## src/sv/hlfr_pkg.sv

```systemverilog
// package for the header/length framed serial receiver
// holds field widths, register indexes, reset values and shared structs
`default_nettype none

package hlfr_pkg;

  localparam int unsigned DataW     = 8;
  localparam int unsigned IdxW      = 5;
  localparam int unsigned CfgIdxW   = 3;
  localparam int unsigned LenW      = 8;
  localparam int unsigned CountLimitDef = 30;

  localparam logic [CfgIdxW-1:0] RegHeaderFirst    = 3'd0;
  localparam logic [CfgIdxW-1:0] RegHeaderSecond   = 3'd1;
  localparam logic [CfgIdxW-1:0] RegStopCommand    = 3'd2;
  localparam logic [CfgIdxW-1:0] RegStopAddressHigh = 3'd3;
  localparam logic [CfgIdxW-1:0] RegStopAddressLow = 3'd4;

  localparam logic [DataW-1:0] HeaderFirstRst     = 8'h5a;
  localparam logic [DataW-1:0] HeaderSecondRst    = 8'ha5;
  localparam logic [DataW-1:0] StopCommandRst     = 8'h83;
  localparam logic [DataW-1:0] StopAddressHighRst = 8'h60;
  localparam logic [DataW-1:0] StopAddressLowRst  = 8'h00;

  typedef struct packed {
    logic [DataW-1:0] header_first;
    logic [DataW-1:0] header_second;
    logic [DataW-1:0] stop_command;
    logic [DataW-1:0] stop_address_high;
    logic [DataW-1:0] stop_address_low;
  } cfg_t;

  typedef struct packed {
    logic            done;
    logic            stop;
    logic [LenW-1:0] len;
  } frame_info_t;

endpackage

`default_nettype wire

```

## src/sv/hlfr_stream_if.sv

```systemverilog
// stream interfaces for the received byte channel and the frame byte channel
// depends on hlfr_pkg for field widths
`default_nettype none

interface hlfr_rx_if;
  logic                        valid;
  logic                        ready;
  logic [hlfr_pkg::DataW-1:0]  rx_byte;

  modport source (output valid, output rx_byte, input ready);
  modport sink   (input valid, input rx_byte, output ready);
endinterface

interface hlfr_frame_if;
  logic                        valid;
  logic                        ready;
  logic [hlfr_pkg::DataW-1:0]  frame_byte;
  logic [hlfr_pkg::IdxW-1:0]   byte_index;
  logic [hlfr_pkg::IdxW-1:0]   frame_length;
  logic                        is_stop;
  logic                        last;

  modport source (output valid, output frame_byte, output byte_index, output frame_length,
                  output is_stop, output last, input ready);
  modport sink   (input valid, input frame_byte, input byte_index, input frame_length,
                  input is_stop, input last, output ready);
endinterface

`default_nettype wire

```

## src/sv/header_length_frame_receiver.sv

```systemverilog
// top level of the header/length framed serial receiver: config registers,
// frame buffer memory and frame readout; depends on hlfr_pkg, hlfr_stream_if, hlfr_parse
//
//   channel  dir  handshake        payload
//   rx       in   valid/ready      rx_byte
//   frame    out  valid/ready      frame_byte, byte_index, frame_length, is_stop, last
//   cfg      in   cfg_we_i         cfg_index_i, cfg_wdata_i
//
// an rx transaction takes one cycle while no frame is being read out
// a completed frame is read from the buffer one byte a cycle while frame does not
// stall, and rx is held off from the completing byte until its last byte is read
// the last frame byte may wait in the output register while rx runs again
// reset clears the byte count, readout control and config registers
`default_nettype none

module header_length_frame_receiver #(
  parameter int unsigned CountLimit = hlfr_pkg::CountLimitDef
) (
  input  wire logic                          clk_i,
  input  wire logic                          rst_ni,
  hlfr_rx_if.sink                            rx,
  hlfr_frame_if.source                       frame,
  input  wire logic                          cfg_we_i,
  input  wire logic [hlfr_pkg::CfgIdxW-1:0]  cfg_index_i,
  input  wire logic [hlfr_pkg::DataW-1:0]    cfg_wdata_i
);

  localparam int unsigned CntW  = $clog2(CountLimit + 2);
  localparam int unsigned AddrW = $clog2(CountLimit + 1);
  localparam int unsigned Depth = CountLimit + 1;

  hlfr_pkg::cfg_t         cfg_q;
  hlfr_pkg::frame_info_t  info;
  logic [AddrW-1:0]       wr_addr;
  logic                   rx_accept;

  logic [hlfr_pkg::DataW-1:0] mem [Depth];

  logic                        emit_q;
  logic [CntW-1:0]             rd_k_q;
  logic [CntW-1:0]             rd_k_inc;
  logic [CntW-1:0]             len_q;
  logic                        stop_q;
  logic                        rd_en;
  logic                        rd_last;

  logic                        out_valid_q;
  logic [hlfr_pkg::DataW-1:0]  rd_data_q;
  logic [hlfr_pkg::IdxW-1:0]   out_idx_q, out_len_q;
  logic                        out_stop_q, out_last_q;

  assign rx.ready  = !emit_q;
  assign rx_accept = rx.valid && rx.ready;

  always_ff @(posedge clk_i or negedge rst_ni) begin
    if (!rst_ni) begin
      cfg_q.header_first      <= hlfr_pkg::HeaderFirstRst;
      cfg_q.header_second     <= hlfr_pkg::HeaderSecondRst;
      cfg_q.stop_command      <= hlfr_pkg::StopCommandRst;
      cfg_q.stop_address_high <= hlfr_pkg::StopAddressHighRst;
      cfg_q.stop_address_low  <= hlfr_pkg::StopAddressLowRst;
    end else if (cfg_we_i) begin
      case (cfg_index_i)
        hlfr_pkg::RegHeaderFirst:     cfg_q.header_first      <= cfg_wdata_i;
        hlfr_pkg::RegHeaderSecond:    cfg_q.header_second     <= cfg_wdata_i;
        hlfr_pkg::RegStopCommand:     cfg_q.stop_command      <= cfg_wdata_i;
        hlfr_pkg::RegStopAddressHigh: cfg_q.stop_address_high <= cfg_wdata_i;
        hlfr_pkg::RegStopAddressLow:  cfg_q.stop_address_low  <= cfg_wdata_i;
        default: ;
      endcase
    end
  end

  hlfr_parse #(
    .CountLimit (CountLimit)
  ) u_parse (
    .clk_i     (clk_i),
    .rst_ni    (rst_ni),
    .accept_i  (rx_accept),
    .byte_i    (rx.rx_byte),
    .cfg_i     (cfg_q),
    .wr_addr_o (wr_addr),
    .info_o    (info)
  );

  // one write port for received bytes, one registered read port for readout
  assign rd_en    = emit_q && (!out_valid_q || frame.ready);
  assign rd_k_inc = rd_k_q + CntW'(1);
  assign rd_last  = (rd_k_inc == len_q);

  always_ff @(posedge clk_i) begin
    if (rx_accept) begin
      mem[wr_addr] <= rx.rx_byte;
    end
    if (rd_en) begin
      rd_data_q <= mem[rd_k_q[AddrW-1:0]];
    end
  end

  always_ff @(posedge clk_i or negedge rst_ni) begin
    if (!rst_ni) begin
      emit_q      <= 1'b0;
      rd_k_q      <= '0;
      out_valid_q <= 1'b0;
    end else begin
      if (info.done) begin
        emit_q <= 1'b1;
        rd_k_q <= '0;
      end else if (rd_en) begin
        rd_k_q <= rd_k_inc;
        if (rd_last) emit_q <= 1'b0;
      end
      if (rd_en) begin
        out_valid_q <= 1'b1;
      end else if (frame.ready) begin
        out_valid_q <= 1'b0;
      end
    end
  end

  always_ff @(posedge clk_i) begin
    if (info.done) begin
      len_q  <= info.len[CntW-1:0];
      stop_q <= info.stop;
    end
    if (rd_en) begin
      out_idx_q  <= hlfr_pkg::IdxW'(rd_k_q);
      out_len_q  <= hlfr_pkg::IdxW'(len_q);
      out_stop_q <= stop_q;
      out_last_q <= rd_last;
    end
  end

  assign frame.valid        = out_valid_q;
  assign frame.frame_byte   = rd_data_q;
  assign frame.byte_index   = out_idx_q;
  assign frame.frame_length = out_len_q;
  assign frame.is_stop      = out_stop_q;
  assign frame.last         = out_last_q;

endmodule

`default_nettype wire

```

## src/sv/hlfr_parse.sv

```systemverilog
// frame parser: byte count, header check, length and stop match
// depends on hlfr_pkg; drives the frame buffer write address
`default_nettype none

module hlfr_parse #(
  parameter int unsigned CountLimit = hlfr_pkg::CountLimitDef,
  localparam int unsigned CntW = $clog2(CountLimit + 2),
  localparam int unsigned AddrW = $clog2(CountLimit + 1)
) (
  input  wire logic                        clk_i,
  input  wire logic                        rst_ni,
  input  wire logic                        accept_i,
  input  wire logic [hlfr_pkg::DataW-1:0]  byte_i,
  input  wire hlfr_pkg::cfg_t              cfg_i,
  output logic [AddrW-1:0]                 wr_addr_o,
  output hlfr_pkg::frame_info_t            info_o
);

  logic [CntW-1:0]             count_q, count_d;
  logic [CntW-1:0]             count_inc;
  logic [hlfr_pkg::DataW-1:0]  b0_q, len_byte_q, b3_q, b4_q, b5_q;
  logic [hlfr_pkg::DataW-1:0]  len_field, byte5;
  logic [hlfr_pkg::LenW-1:0]   count_ext;
  logic                        done;

  assign count_inc = count_q + CntW'(1);
  assign count_ext = hlfr_pkg::LenW'(count_inc);
  assign wr_addr_o = count_q[AddrW-1:0];
  assign len_field = (count_q == CntW'(2)) ? byte_i : len_byte_q;
  assign byte5     = (count_q == CntW'(5)) ? byte_i : b5_q;

  always_comb begin
    done    = 1'b0;
    count_d = count_q;
    if (count_q == '0) begin
      count_d = (byte_i == cfg_i.header_first) ? count_inc : '0;
    end else if (count_q == CntW'(1)) begin
      count_d = ((byte_i == cfg_i.header_second) && (b0_q == cfg_i.header_first)) ?
                count_inc : '0;
    end else if ((count_ext - hlfr_pkg::LenW'(3)) == len_field) begin
      done    = 1'b1;
      count_d = '0;
    end else if (count_inc > CntW'(CountLimit)) begin
      count_d = '0;
    end else begin
      count_d = count_inc;
    end
  end

  assign info_o.done = accept_i && done;
  assign info_o.len  = count_ext;
  assign info_o.stop = (count_inc >= CntW'(6)) &&
                       (b3_q == cfg_i.stop_command) &&
                       (b4_q == cfg_i.stop_address_high) &&
                       (byte5 == cfg_i.stop_address_low);

  always_ff @(posedge clk_i or negedge rst_ni) begin
    if (!rst_ni) begin
      count_q <= '0;
    end else if (accept_i) begin
      count_q <= count_d;
    end
  end

  always_ff @(posedge clk_i) begin
    if (accept_i) begin
      if (count_q == '0) b0_q <= byte_i;
      if (count_q == CntW'(2)) len_byte_q <= byte_i;
      if (count_q == CntW'(3)) b3_q <= byte_i;
      if (count_q == CntW'(4)) b4_q <= byte_i;
      if (count_q == CntW'(5)) b5_q <= byte_i;
    end
  end

endmodule

`default_nettype wire

```

## src/flat_wrapper.sv

```systemverilog
// flat-port wrapper written by rule: the top's interface ports become plain ports
module header_length_frame_receiver_flat 
#(
  parameter int unsigned CountLimit = hlfr_pkg::CountLimitDef
)
  (clk_i, rst_ni, cfg_we_i, cfg_index_i, cfg_wdata_i, rx_valid, rx_rx_byte, rx_ready, frame_valid, frame_frame_byte, frame_byte_index, frame_frame_length, frame_is_stop, frame_last, frame_ready);
  hlfr_rx_if rx_i ();
  hlfr_frame_if frame_i ();
  input  wire logic clk_i;
  input  wire logic rst_ni;
  input  wire logic cfg_we_i;
  input  wire logic [hlfr_pkg::CfgIdxW-1:0] cfg_index_i;
  input  wire logic [hlfr_pkg::DataW-1:0] cfg_wdata_i;
  input wire logic [$bits(rx_i.valid)-1:0] rx_valid;
  input wire logic [$bits(rx_i.rx_byte)-1:0] rx_rx_byte;
  output wire logic [$bits(rx_i.ready)-1:0] rx_ready;
  output wire logic [$bits(frame_i.valid)-1:0] frame_valid;
  output wire logic [$bits(frame_i.frame_byte)-1:0] frame_frame_byte;
  output wire logic [$bits(frame_i.byte_index)-1:0] frame_byte_index;
  output wire logic [$bits(frame_i.frame_length)-1:0] frame_frame_length;
  output wire logic [$bits(frame_i.is_stop)-1:0] frame_is_stop;
  output wire logic [$bits(frame_i.last)-1:0] frame_last;
  input wire logic [$bits(frame_i.ready)-1:0] frame_ready;
  assign rx_i.valid = rx_valid;
  assign rx_i.rx_byte = rx_rx_byte;
  assign rx_ready = rx_i.ready;
  assign frame_valid = frame_i.valid;
  assign frame_frame_byte = frame_i.frame_byte;
  assign frame_byte_index = frame_i.byte_index;
  assign frame_frame_length = frame_i.frame_length;
  assign frame_is_stop = frame_i.is_stop;
  assign frame_last = frame_i.last;
  assign frame_i.ready = frame_ready;
  header_length_frame_receiver #(.CountLimit(CountLimit)) u_core (.clk_i(clk_i), .rst_ni(rst_ni), .rx(rx_i), .frame(frame_i), .cfg_we_i(cfg_we_i), .cfg_index_i(cfg_index_i), .cfg_wdata_i(cfg_wdata_i));
endmodule
```

## config.mk

```make
export PLATFORM = sky130hd
export DESIGN_NAME = header_length_frame_receiver_flat
export DESIGN_NICKNAME = d
export VERILOG_FILES = /design/src/sv/hlfr_pkg.sv /design/src/sv/hlfr_stream_if.sv /design/src/sv/header_length_frame_receiver.sv /design/src/sv/hlfr_parse.sv /design/src/flat_wrapper.sv
export SDC_FILE = /design/constraint.sdc
export NUM_CORES = 1
export LEC_CHECK = 0
export BUFFER_PORTS_ARGS = -buffer_cell sky130_fd_sc_hd__buf_2
export CORE_ASPECT_RATIO = 1.1
export CORE_MARGIN = 4
export CORE_UTILIZATION = 30
export CTS_CLUSTER_DIAMETER = 30
export DETAILED_ROUTE_END_ITERATION = 8
export GPL_ROUTABILITY_DRIVEN = 0
export PLACE_DENSITY = 0.41
export SLEW_MARGIN = 20
export SYNTH_ARGS = -nofsm -noshare
export SYNTH_HDL_FRONTEND = slang
export SYNTH_SLANG_ARGS = --single-unit
```

## constraint.sdc

```tcl
create_clock -name clk_i -period 7.6 [get_ports clk_i]
set_input_delay 0 -clock clk_i [delete_from_list [all_inputs] [get_ports clk_i]]
set_output_delay 0 -clock clk_i [all_outputs]
set_load 0.01 [all_outputs]
```

==> impl_metrics.env, run 1 <==
export IMPL_ys_ff_latch=366
export IMPL_setup_tns_ps=0
export IMPL_ioPinCount=46
export IMPL_multi_input_area_um2=4070
export IMPL_crit_arrival_ps=3830
export IMPL_synth_top_family_by_area="multiplexers"
export IMPL_cts_made_buffers=95
export IMPL_die_area_um2=53600
export IMPL_crit_path_max_fanout=14
export IMPL_start_util=0.305
export IMPL_synth_mux_area_frac=0.161
export IMPL_grt_pass1_wl_um=56100
export IMPL_vias_per_cell=4.65
export IMPL_grt_usage=0.139
export IMPL_drt_iter0_drc=515
export IMPL_worstSetupEndpointType="flip-flop"
export IMPL_dpl_cell_area_um2=16000
export IMPL_grt_max_degree=53
export IMPL_via_count=7840
export IMPL_cellLeakagePower_nw=6.81
export IMPL_path_class="reg2reg"
export IMPL_fin_worst_skew_ps=22.4
export IMPL_nNetsFinal=984
export IMPL_final_core_util=0.399
export IMPL_yosys_area_share_adder=0.00584
export IMPL_grt_pass1_vias=8670
export IMPL_syn_area_per_cell_um2=18.5
export IMPL_clk_latency_ps=600
export IMPL_cp_start_kind="flip-flop"
export IMPL_cts_root_buf="clkbuf_16"
export IMPL_wl_um=37000
export IMPL_regArea_um2=10800
export IMPL_ys_seq_area_frac=0.716
export IMPL_drive_above_1_share=0.355
export IMPL_antenna_found_initial=0
export IMPL_slew_headroom=0.310
export IMPL_synth_area_um2=15000
export IMPL_cts_sinks=366
export IMPL_port_buffers=45
export IMPL_die_x_um=221
export IMPL_dp_hpwl_um=22000
export IMPL_rr_worst_depth=8
export IMPL_ctsResizeCount=0
export IMPL_status="completed"
export IMPL_antenna_left=0
export IMPL_setup_viol_count_final=0
export IMPL_std_cell_rows=85
export IMPL_maxSlewViolCount=0
export IMPL_synth_compound_area_share=0.0183
export IMPL_clockBufferDepth=3
export IMPL_hp_class="in2reg"
export IMPL_ys_types=54
export IMPL_nFillCells=4474
export IMPL_synth_async_reset_ratio=0.142
export IMPL_period_share=0.476
export IMPL_grt_overflow=0
export IMPL_fp_coreArea_um2=49200
export IMPL_layout_common_cells="314 x edfxtp_1, 95 x clkbuf_16, 72 x mux4_2"
export IMPL_synthXorXnorAreaFrac=0.0365
export IMPL_yosysWarnings=0
export IMPL_dp_cells=1486
export IMPL_crit_end="u_core.len_q[4]"
export IMPL_max_cap_violations=0
export IMPL_n_antenna_cell=0
export IMPL_die_y_um=243
export IMPL_detail_route_wl_per_cell_um=22.0
export IMPL_reg2reg_slack_ps=3980
export IMPL_ir_worst_vdd_mv=0.202
export IMPL_rsz0062_at_grt="no"
export IMPL_cp_required_ps=7810
export IMPL_cts_tree="yes"
export IMPL_route_detailed_drc=0
export IMPL_syn_to_final_growth_pct=30.9
export IMPL_hold_viol=0
export IMPL_syn_nets=842
export IMPL_startpoint="u_core.u_parse.wr_addr_o[0]"
export IMPL_final_common_cell="edfxtp_1"
export IMPL_fin_area_um2=19600
export IMPL_htreeDepth=3
export IMPL_ys_flop_type="edfxtp_1"
export IMPL_r2r_start="u_core.u_parse.wr_addr_o[0]"
export IMPL_finalCriticalPeriod_ps=3620
export IMPL_p_per_area_nw_per_um2=416
export IMPL_cts_reportedPaths_clkPinSlew_ps=40
export IMPL_fmax_ghz=0.276
export IMPL_synthSimpleGateAreaFrac=0.0493
export IMPL_synth_edff_count=314
export IMPL_firstDrtPassIters=4
export IMPL_r2r_end="u_core.len_q[4]"
export IMPL_tightest_slew_ps=1030
export IMPL_synthCells=811
export IMPL_instances_no_fill=1685
[power breakdown]
group          switching (mW)  internal (mW)  leakage [nW]
Clock                    1.20           3.05          1.64
Combinational           0.692          0.597          1.70
Sequential              0.182           2.45          3.47
[through the flow]
step | hold slack (ps) | setup WS, ps | total power [mW]
finish | 17.7 | 3980 | 8.17
global route | 28.9 | 3600 | 8.53
CTS | 6.39 | 3890 | 8.29
detailed placement | 212 | 3900 | 3.98
global placement | 219 | 3930 | 3.97
floorplan | -296 | 4660 | 3.53
[registers in the layout, indices dropped and copies added, names as in the netlist]
signal                     flops
u_core.u_parse.b0_q            8
u_core.rd_k_q                  5
u_core.frame.frame_length      5
u_core.u_parse.b5_q            8
u_core.mem                   248
u_core.frame.valid             1
u_core.len_q                   5
u_core.u_parse.b3_q            8
u_core.cfg_q                  40
u_core.emit_q                  1
u_core.u_parse.b4_q            8
u_core.frame.byte_index        5
u_core.frame.frame_byte        8
u_core.frame.is_stop           1
u_core.u_parse.wr_addr_o       5
u_core.frame.last              1
u_core.stop_q                  1
u_core.u_parse.len_byte_q      8
[worst max-delay path: stages (launching register included)]
cell	delay (ps)
dfrtp_1	510
inv_1	210
ha_1	190
nor4b_4	690
mux2_2	420
xnor3_1	370
a211oi_2	210
o21ai_2	110
nor3_4	520
[logic make-up after synthesis]
family / after synthesis
XOR/XNOR: 61
adder cells (fa/ha/maj): 7
AO/OA/AOI/OAI: 42
multiplexers: 144
buffers and inverters: 46
AND/OR/NAND/NOR: 145
flip-flops: 366
[cell type report]
class | instances | area share
clock inverter | 72 | 0.0508
inverter | 12 | 0.00229
multi-input combinational | 399 | 0.207
tap | 652 | 0.0415
timing repair buffer | 79 | 0.0273
sequential | 366 | 0.548
clock buffer | 105 | 0.123
[metal layers]
layer  vias to the layer above  GRT usage  share of wire
met4                         0     0.0503          0.021
met5                         -          0              0
li1                       3540          -              -
met3                        55     0.0290          0.047
met1                      4051      0.189           0.46
met2                       194      0.221           0.48
[synth_stat cells (5+ instances only)]
cell type | n | area share
mux4_2 | 72 | 0.11
dfrtp_1 | 39 | 0.065
nand4_1 | 7 | 0.0029
clkbuf_1 | 26 | 0.0065
nor3_1 | 6 | 0.0020
nand3_1 | 5 | 0.0017
xnor2_1 | 11 | 0.0064
xor2_1 | 49 | 0.029
nor2_1 | 51 | 0.013
mux2_2 | 60 | 0.045
edfxtp_1 | 314 | 0.63
ha_1 | 7 | 0.0058
nor4_1 | 12 | 0.0050
nand2_1 | 33 | 0.0083
dfstp_2 | 13 | 0.023
o21ai_0 | 21 | 0.0070
mux2i_1 | 12 | 0.0080
nor2b_1 | 5 | 0.0021
inv_1 | 11 | 0.0028
nand2b_1 | 5 | 0.0021
[worst min path at each step]
stage / depth (start not counted) / to / from / slack (ps)
floorplan: 0 / u_core.cfg_q[0] / rst_ni / -300
global placement: 2 / u_core.frame.valid / rst_ni / 220
detailed placement: 2 / u_core.frame.valid / rst_ni / 210
CTS: 2 / u_core.mem[0][4] / rx_rx_byte[4] / 6
global route: 2 / u_core.mem[0][4] / rx_rx_byte[4] / 30
finish: 2 / u_core.mem[0][4] / rx_rx_byte[4] / 20
[what timing repair did]
action	CTS	global route
endpoints found under the setup margin	0	0
endpoints found under the hold margin	140	0
setup buffers	0	0
hold buffers	22	0
(Power assumes the default switching activity.)
==> run 2: changes to the inputs <==
--- a/config.mk
+++ b/config.mk
@@ -5,6 +5,7 @@
 export SDC_FILE = /design/constraint.sdc
 export NUM_CORES = 1
 export LEC_CHECK = 0
+export ABC_AREA = 1
 export BUFFER_PORTS_ARGS = -buffer_cell sky130_fd_sc_hd__buf_2
 export CORE_ASPECT_RATIO = 1.1
 export CORE_MARGIN = 4
==> constraint.sdc (replaced) <==
create_clock -name clk_i -period 3.42 [get_ports clk_i]
set_input_delay 0 -clock clk_i [delete_from_list [all_inputs] [get_ports clk_i]]
set_output_delay 0 -clock clk_i [all_outputs]
set_load 0.01 [all_outputs]
==> impl_metrics.env, run 2 <==
export IMPL_synth_async_reset_ratio=0.142
export IMPL_hold_viol=0
export IMPL_worstSetupEndpointType="flip-flop"
export IMPL_synth_edff_count=314
export IMPL_ys_flop_type="edfxtp_1"
export IMPL_cts_setup_buffers=0
export IMPL_top_regs="u_core.mem (248), u_core.cfg_q (40)"
export IMPL_ctsResizeCount=0
export IMPL_antenna_found_initial=0
export IMPL_drive_above_1_share=0.210
export IMPL_layout_common_cells="314 x edfxtp_1, 185 x nand2_1, 170 x o21ai_0"
export IMPL_drt_iter0_drc=657
export IMPL_syn_to_final_growth_pct=29.7
export IMPL_fp_coreArea_um2=50500
export IMPL_path_class="reg2reg"
export IMPL_port_buffers=45
export IMPL_cts_root_buf="clkbuf_16"
export IMPL_cts_made_buffers=94
export IMPL_nNetsFinal=1457
export IMPL_std_cell_rows=86
export IMPL_cp_required_ps=3680
export IMPL_final_core_util=0.396
export IMPL_n_antenna_cell=0
export IMPL_firstDrtPassIters=5
export IMPL_max_cap_violations=0
export IMPL_tightest_slew_ps=1030
export IMPL_rsz0062_at_grt="no"
export IMPL_synth_area_um2=15400
export IMPL_via_count=10400
export IMPL_cts_sinks=366
export IMPL_die_area_um2=55000
export IMPL_slew_headroom=0.311
export IMPL_syn_area_per_cell_um2=12.0
export IMPL_period_share=0.862
export IMPL_yosys_area_top_type="edfxtp_1"
export IMPL_path_cells="inv_1 > ha_1 > nand3_4 > nand2_1 > nand2_1 > inv_1 > nand3_1 > nand2_1 > nand2_1 > nor2_2 > nand2_2 > nor2_4 > nand3_4 > inv_1"
export IMPL_grt_pass1_vias=10500
export IMPL_nFillCells=4836
export IMPL_grt_usage=0.157
export IMPL_cp_start_kind="flip-flop"
export IMPL_final_common_cell="edfxtp_1"
export IMPL_yosysWarnings=0
export IMPL_setup_viol_count_final=0
export IMPL_slowest_stage="dfrtp_1"
export IMPL_clockBufferDepth=3
export IMPL_grt_overflow=0
export IMPL_die_x_um=224
export IMPL_fmax_ghz=0.339
export IMPL_setup_tns_ps=0
export IMPL_htreeDepth=3
export IMPL_cts_tree="yes"
export IMPL_hp_class="in2async"
export IMPL_wl_um=43400
export IMPL_synthCells=1284
export IMPL_ys_seq_area_frac=0.698
export IMPL_ir_worst_vdd_mv=0.380
export IMPL_ys_types=47
export IMPL_crit_top_cell="nand2_1"
export IMPL_detail_route_wl_per_cell_um=20.0
export IMPL_cts_reportedPaths_clkPinSlew_ps=40
export IMPL_status="completed"
export IMPL_finalCriticalPeriod_ps=2950
export IMPL_grt_pass1_wl_um=65200
export IMPL_vias_per_cell=4.78
export IMPL_p_per_area_nw_per_um2=965
export IMPL_antenna_left=0
export IMPL_route_detailed_drc=0
export IMPL_synth_area_top_cells="edfxtp_1 61%, dfrtp_1 6.3%, o21ai_0 5.5%"
export IMPL_ys_ff_latch=366
export IMPL_clk_latency_ps=610
export IMPL_crit_path_max_fanout=14
export IMPL_slowest_delay_ps=480
export IMPL_die_y_um=246
export IMPL_fin_worst_skew_ps=31.3
export IMPL_crit_arrival_ps=3210
export IMPL_synth_most_common_cell="edfxtp_1"
export IMPL_ioPinCount=46
export IMPL_syn_nets=1315
export IMPL_cellLeakagePower_nw=7.45
export IMPL_maxSlewViolCount=0
export IMPL_largest_register="u_core.mem"
export IMPL_grt_max_degree=83
export IMPL_start_util=0.305
export IMPL_yosys_top_cells_count="314 x edfxtp_1, 185 x nand2_1, 170 x o21ai_0, 153 x nor2_1, 63 x inv_1"
export IMPL_largest_reg_flops=248
export IMPL_dp_hpwl_um=26200
export IMPL_yosysTopAreaCellShare=0.612
[run 2: cell types whose count changed in the layout (fill, tap and decap cells not counted), moves of 14 or more]
cell	previous run	this run
mux4_2	72	0
nand3_1	5	44
nor2_1	51	153
o22ai_1	2	21
xor2_1	49	25
inv_1	11	62
nand2_1	33	185
nand2_2	0	14
o21ai_0	21	170
a21oi_1	3	39
buf_4	12	45
mux2_2	60	0
o221ai_1	1	27
[run 2: timing repair]
item	4_1_cts	5_1_grt
endpoints found under the hold margin	136	0
hold buffers	14	0
setup endpoints to repair	0	0
[run 2: kinds of logic after synthesis]
group | after synthesis | share of synthesized area
adders and majority gates | 7 | 0.00569
xor gates and xnor gates | 41 | 0.0233
buffers and inverters | 134 | 0.0363
DFF | 366 | 0.698
and+or+nand+nor | 443 | 0.126
AOI/OAI and AO/OA | 293 | 0.110
[run 2: routing by layer]
metal / global-route usage / wire (um)
met1: 0.208 / 19600
met3: 0.0309 / 1930
met4: 0.0595 / 1100
met2: 0.254 / 20700
met5: 0 / 0
[run 2: through the flow]
step	instance area, um2	total power, mW	instances	hold slack, ps	setup slack (ps)
2_1_floorplan	15400	8.81	1284	-296	1030
3_3_place_gp	16600	10.5	1976	113	522
3_5_place_dp	16600	10.5	1976	116	472
4_1_cts	20000	19.5	2166	0.738	449
5_1_grt	20000	20.3	2166	20.1	180
6_report	20000	19.3	2166	3.59	473
[run 2: path summary, 6_finish.rpt]
check                                            start                   end  slack [ps]  cells after the start
min reg2reg                              u_core.stop_q  u_core.frame.is_stop         420                      0
max                        u_core.u_parse.wr_addr_o[0]       u_core.len_q[1]         470                     14
max in group asynchronous                       rst_ni      u_core.cfg_q[16]        2550                      3
max reg2reg                u_core.u_parse.wr_addr_o[0]       u_core.len_q[1]         470                     14
min in group clk_i                       rx_rx_byte[5]      u_core.mem[8][5]          30                      1
min                                             rst_ni       u_core.cfg_q[6]           4                      2
[run 2: where the power goes]
| part | total [mW] | switching [mW] | leakage [nW] | internal (mW) |
|---|---|---|---|---|
| clock | 8.88 | 2.75 | 1.57 | 6.13 |
| sequential | 5.80 | 0.315 | 3.47 | 5.49 |
| combinational | 4.59 | 3.18 | 2.42 | 1.41 |
| total | 19.3 | 6.24 | 7.45 | 13.0 |
[run 2: worst max-delay path: cells and delay by family (launching register included)]
kind / cells / cell delay, ps
fa+ha+maj: 1 / 480
flops: 1 / 480
buf+inv: 3 / 570
simple gates: 10 / 1110
[run 2: area by class of cell]
class | instances | area, um2 | share of cell area
sequential | 366 | 10800 | 0.538
timing repair buffer | 109 | 803 | 0.0402
multi-input combinational | 784 | 4090 | 0.205
clock buffer | 104 | 2440 | 0.122
tap | 660 | 826 | 0.0413
clock inverter | 72 | 795 | 0.0398
inverter | 71 | 268 | 0.0134
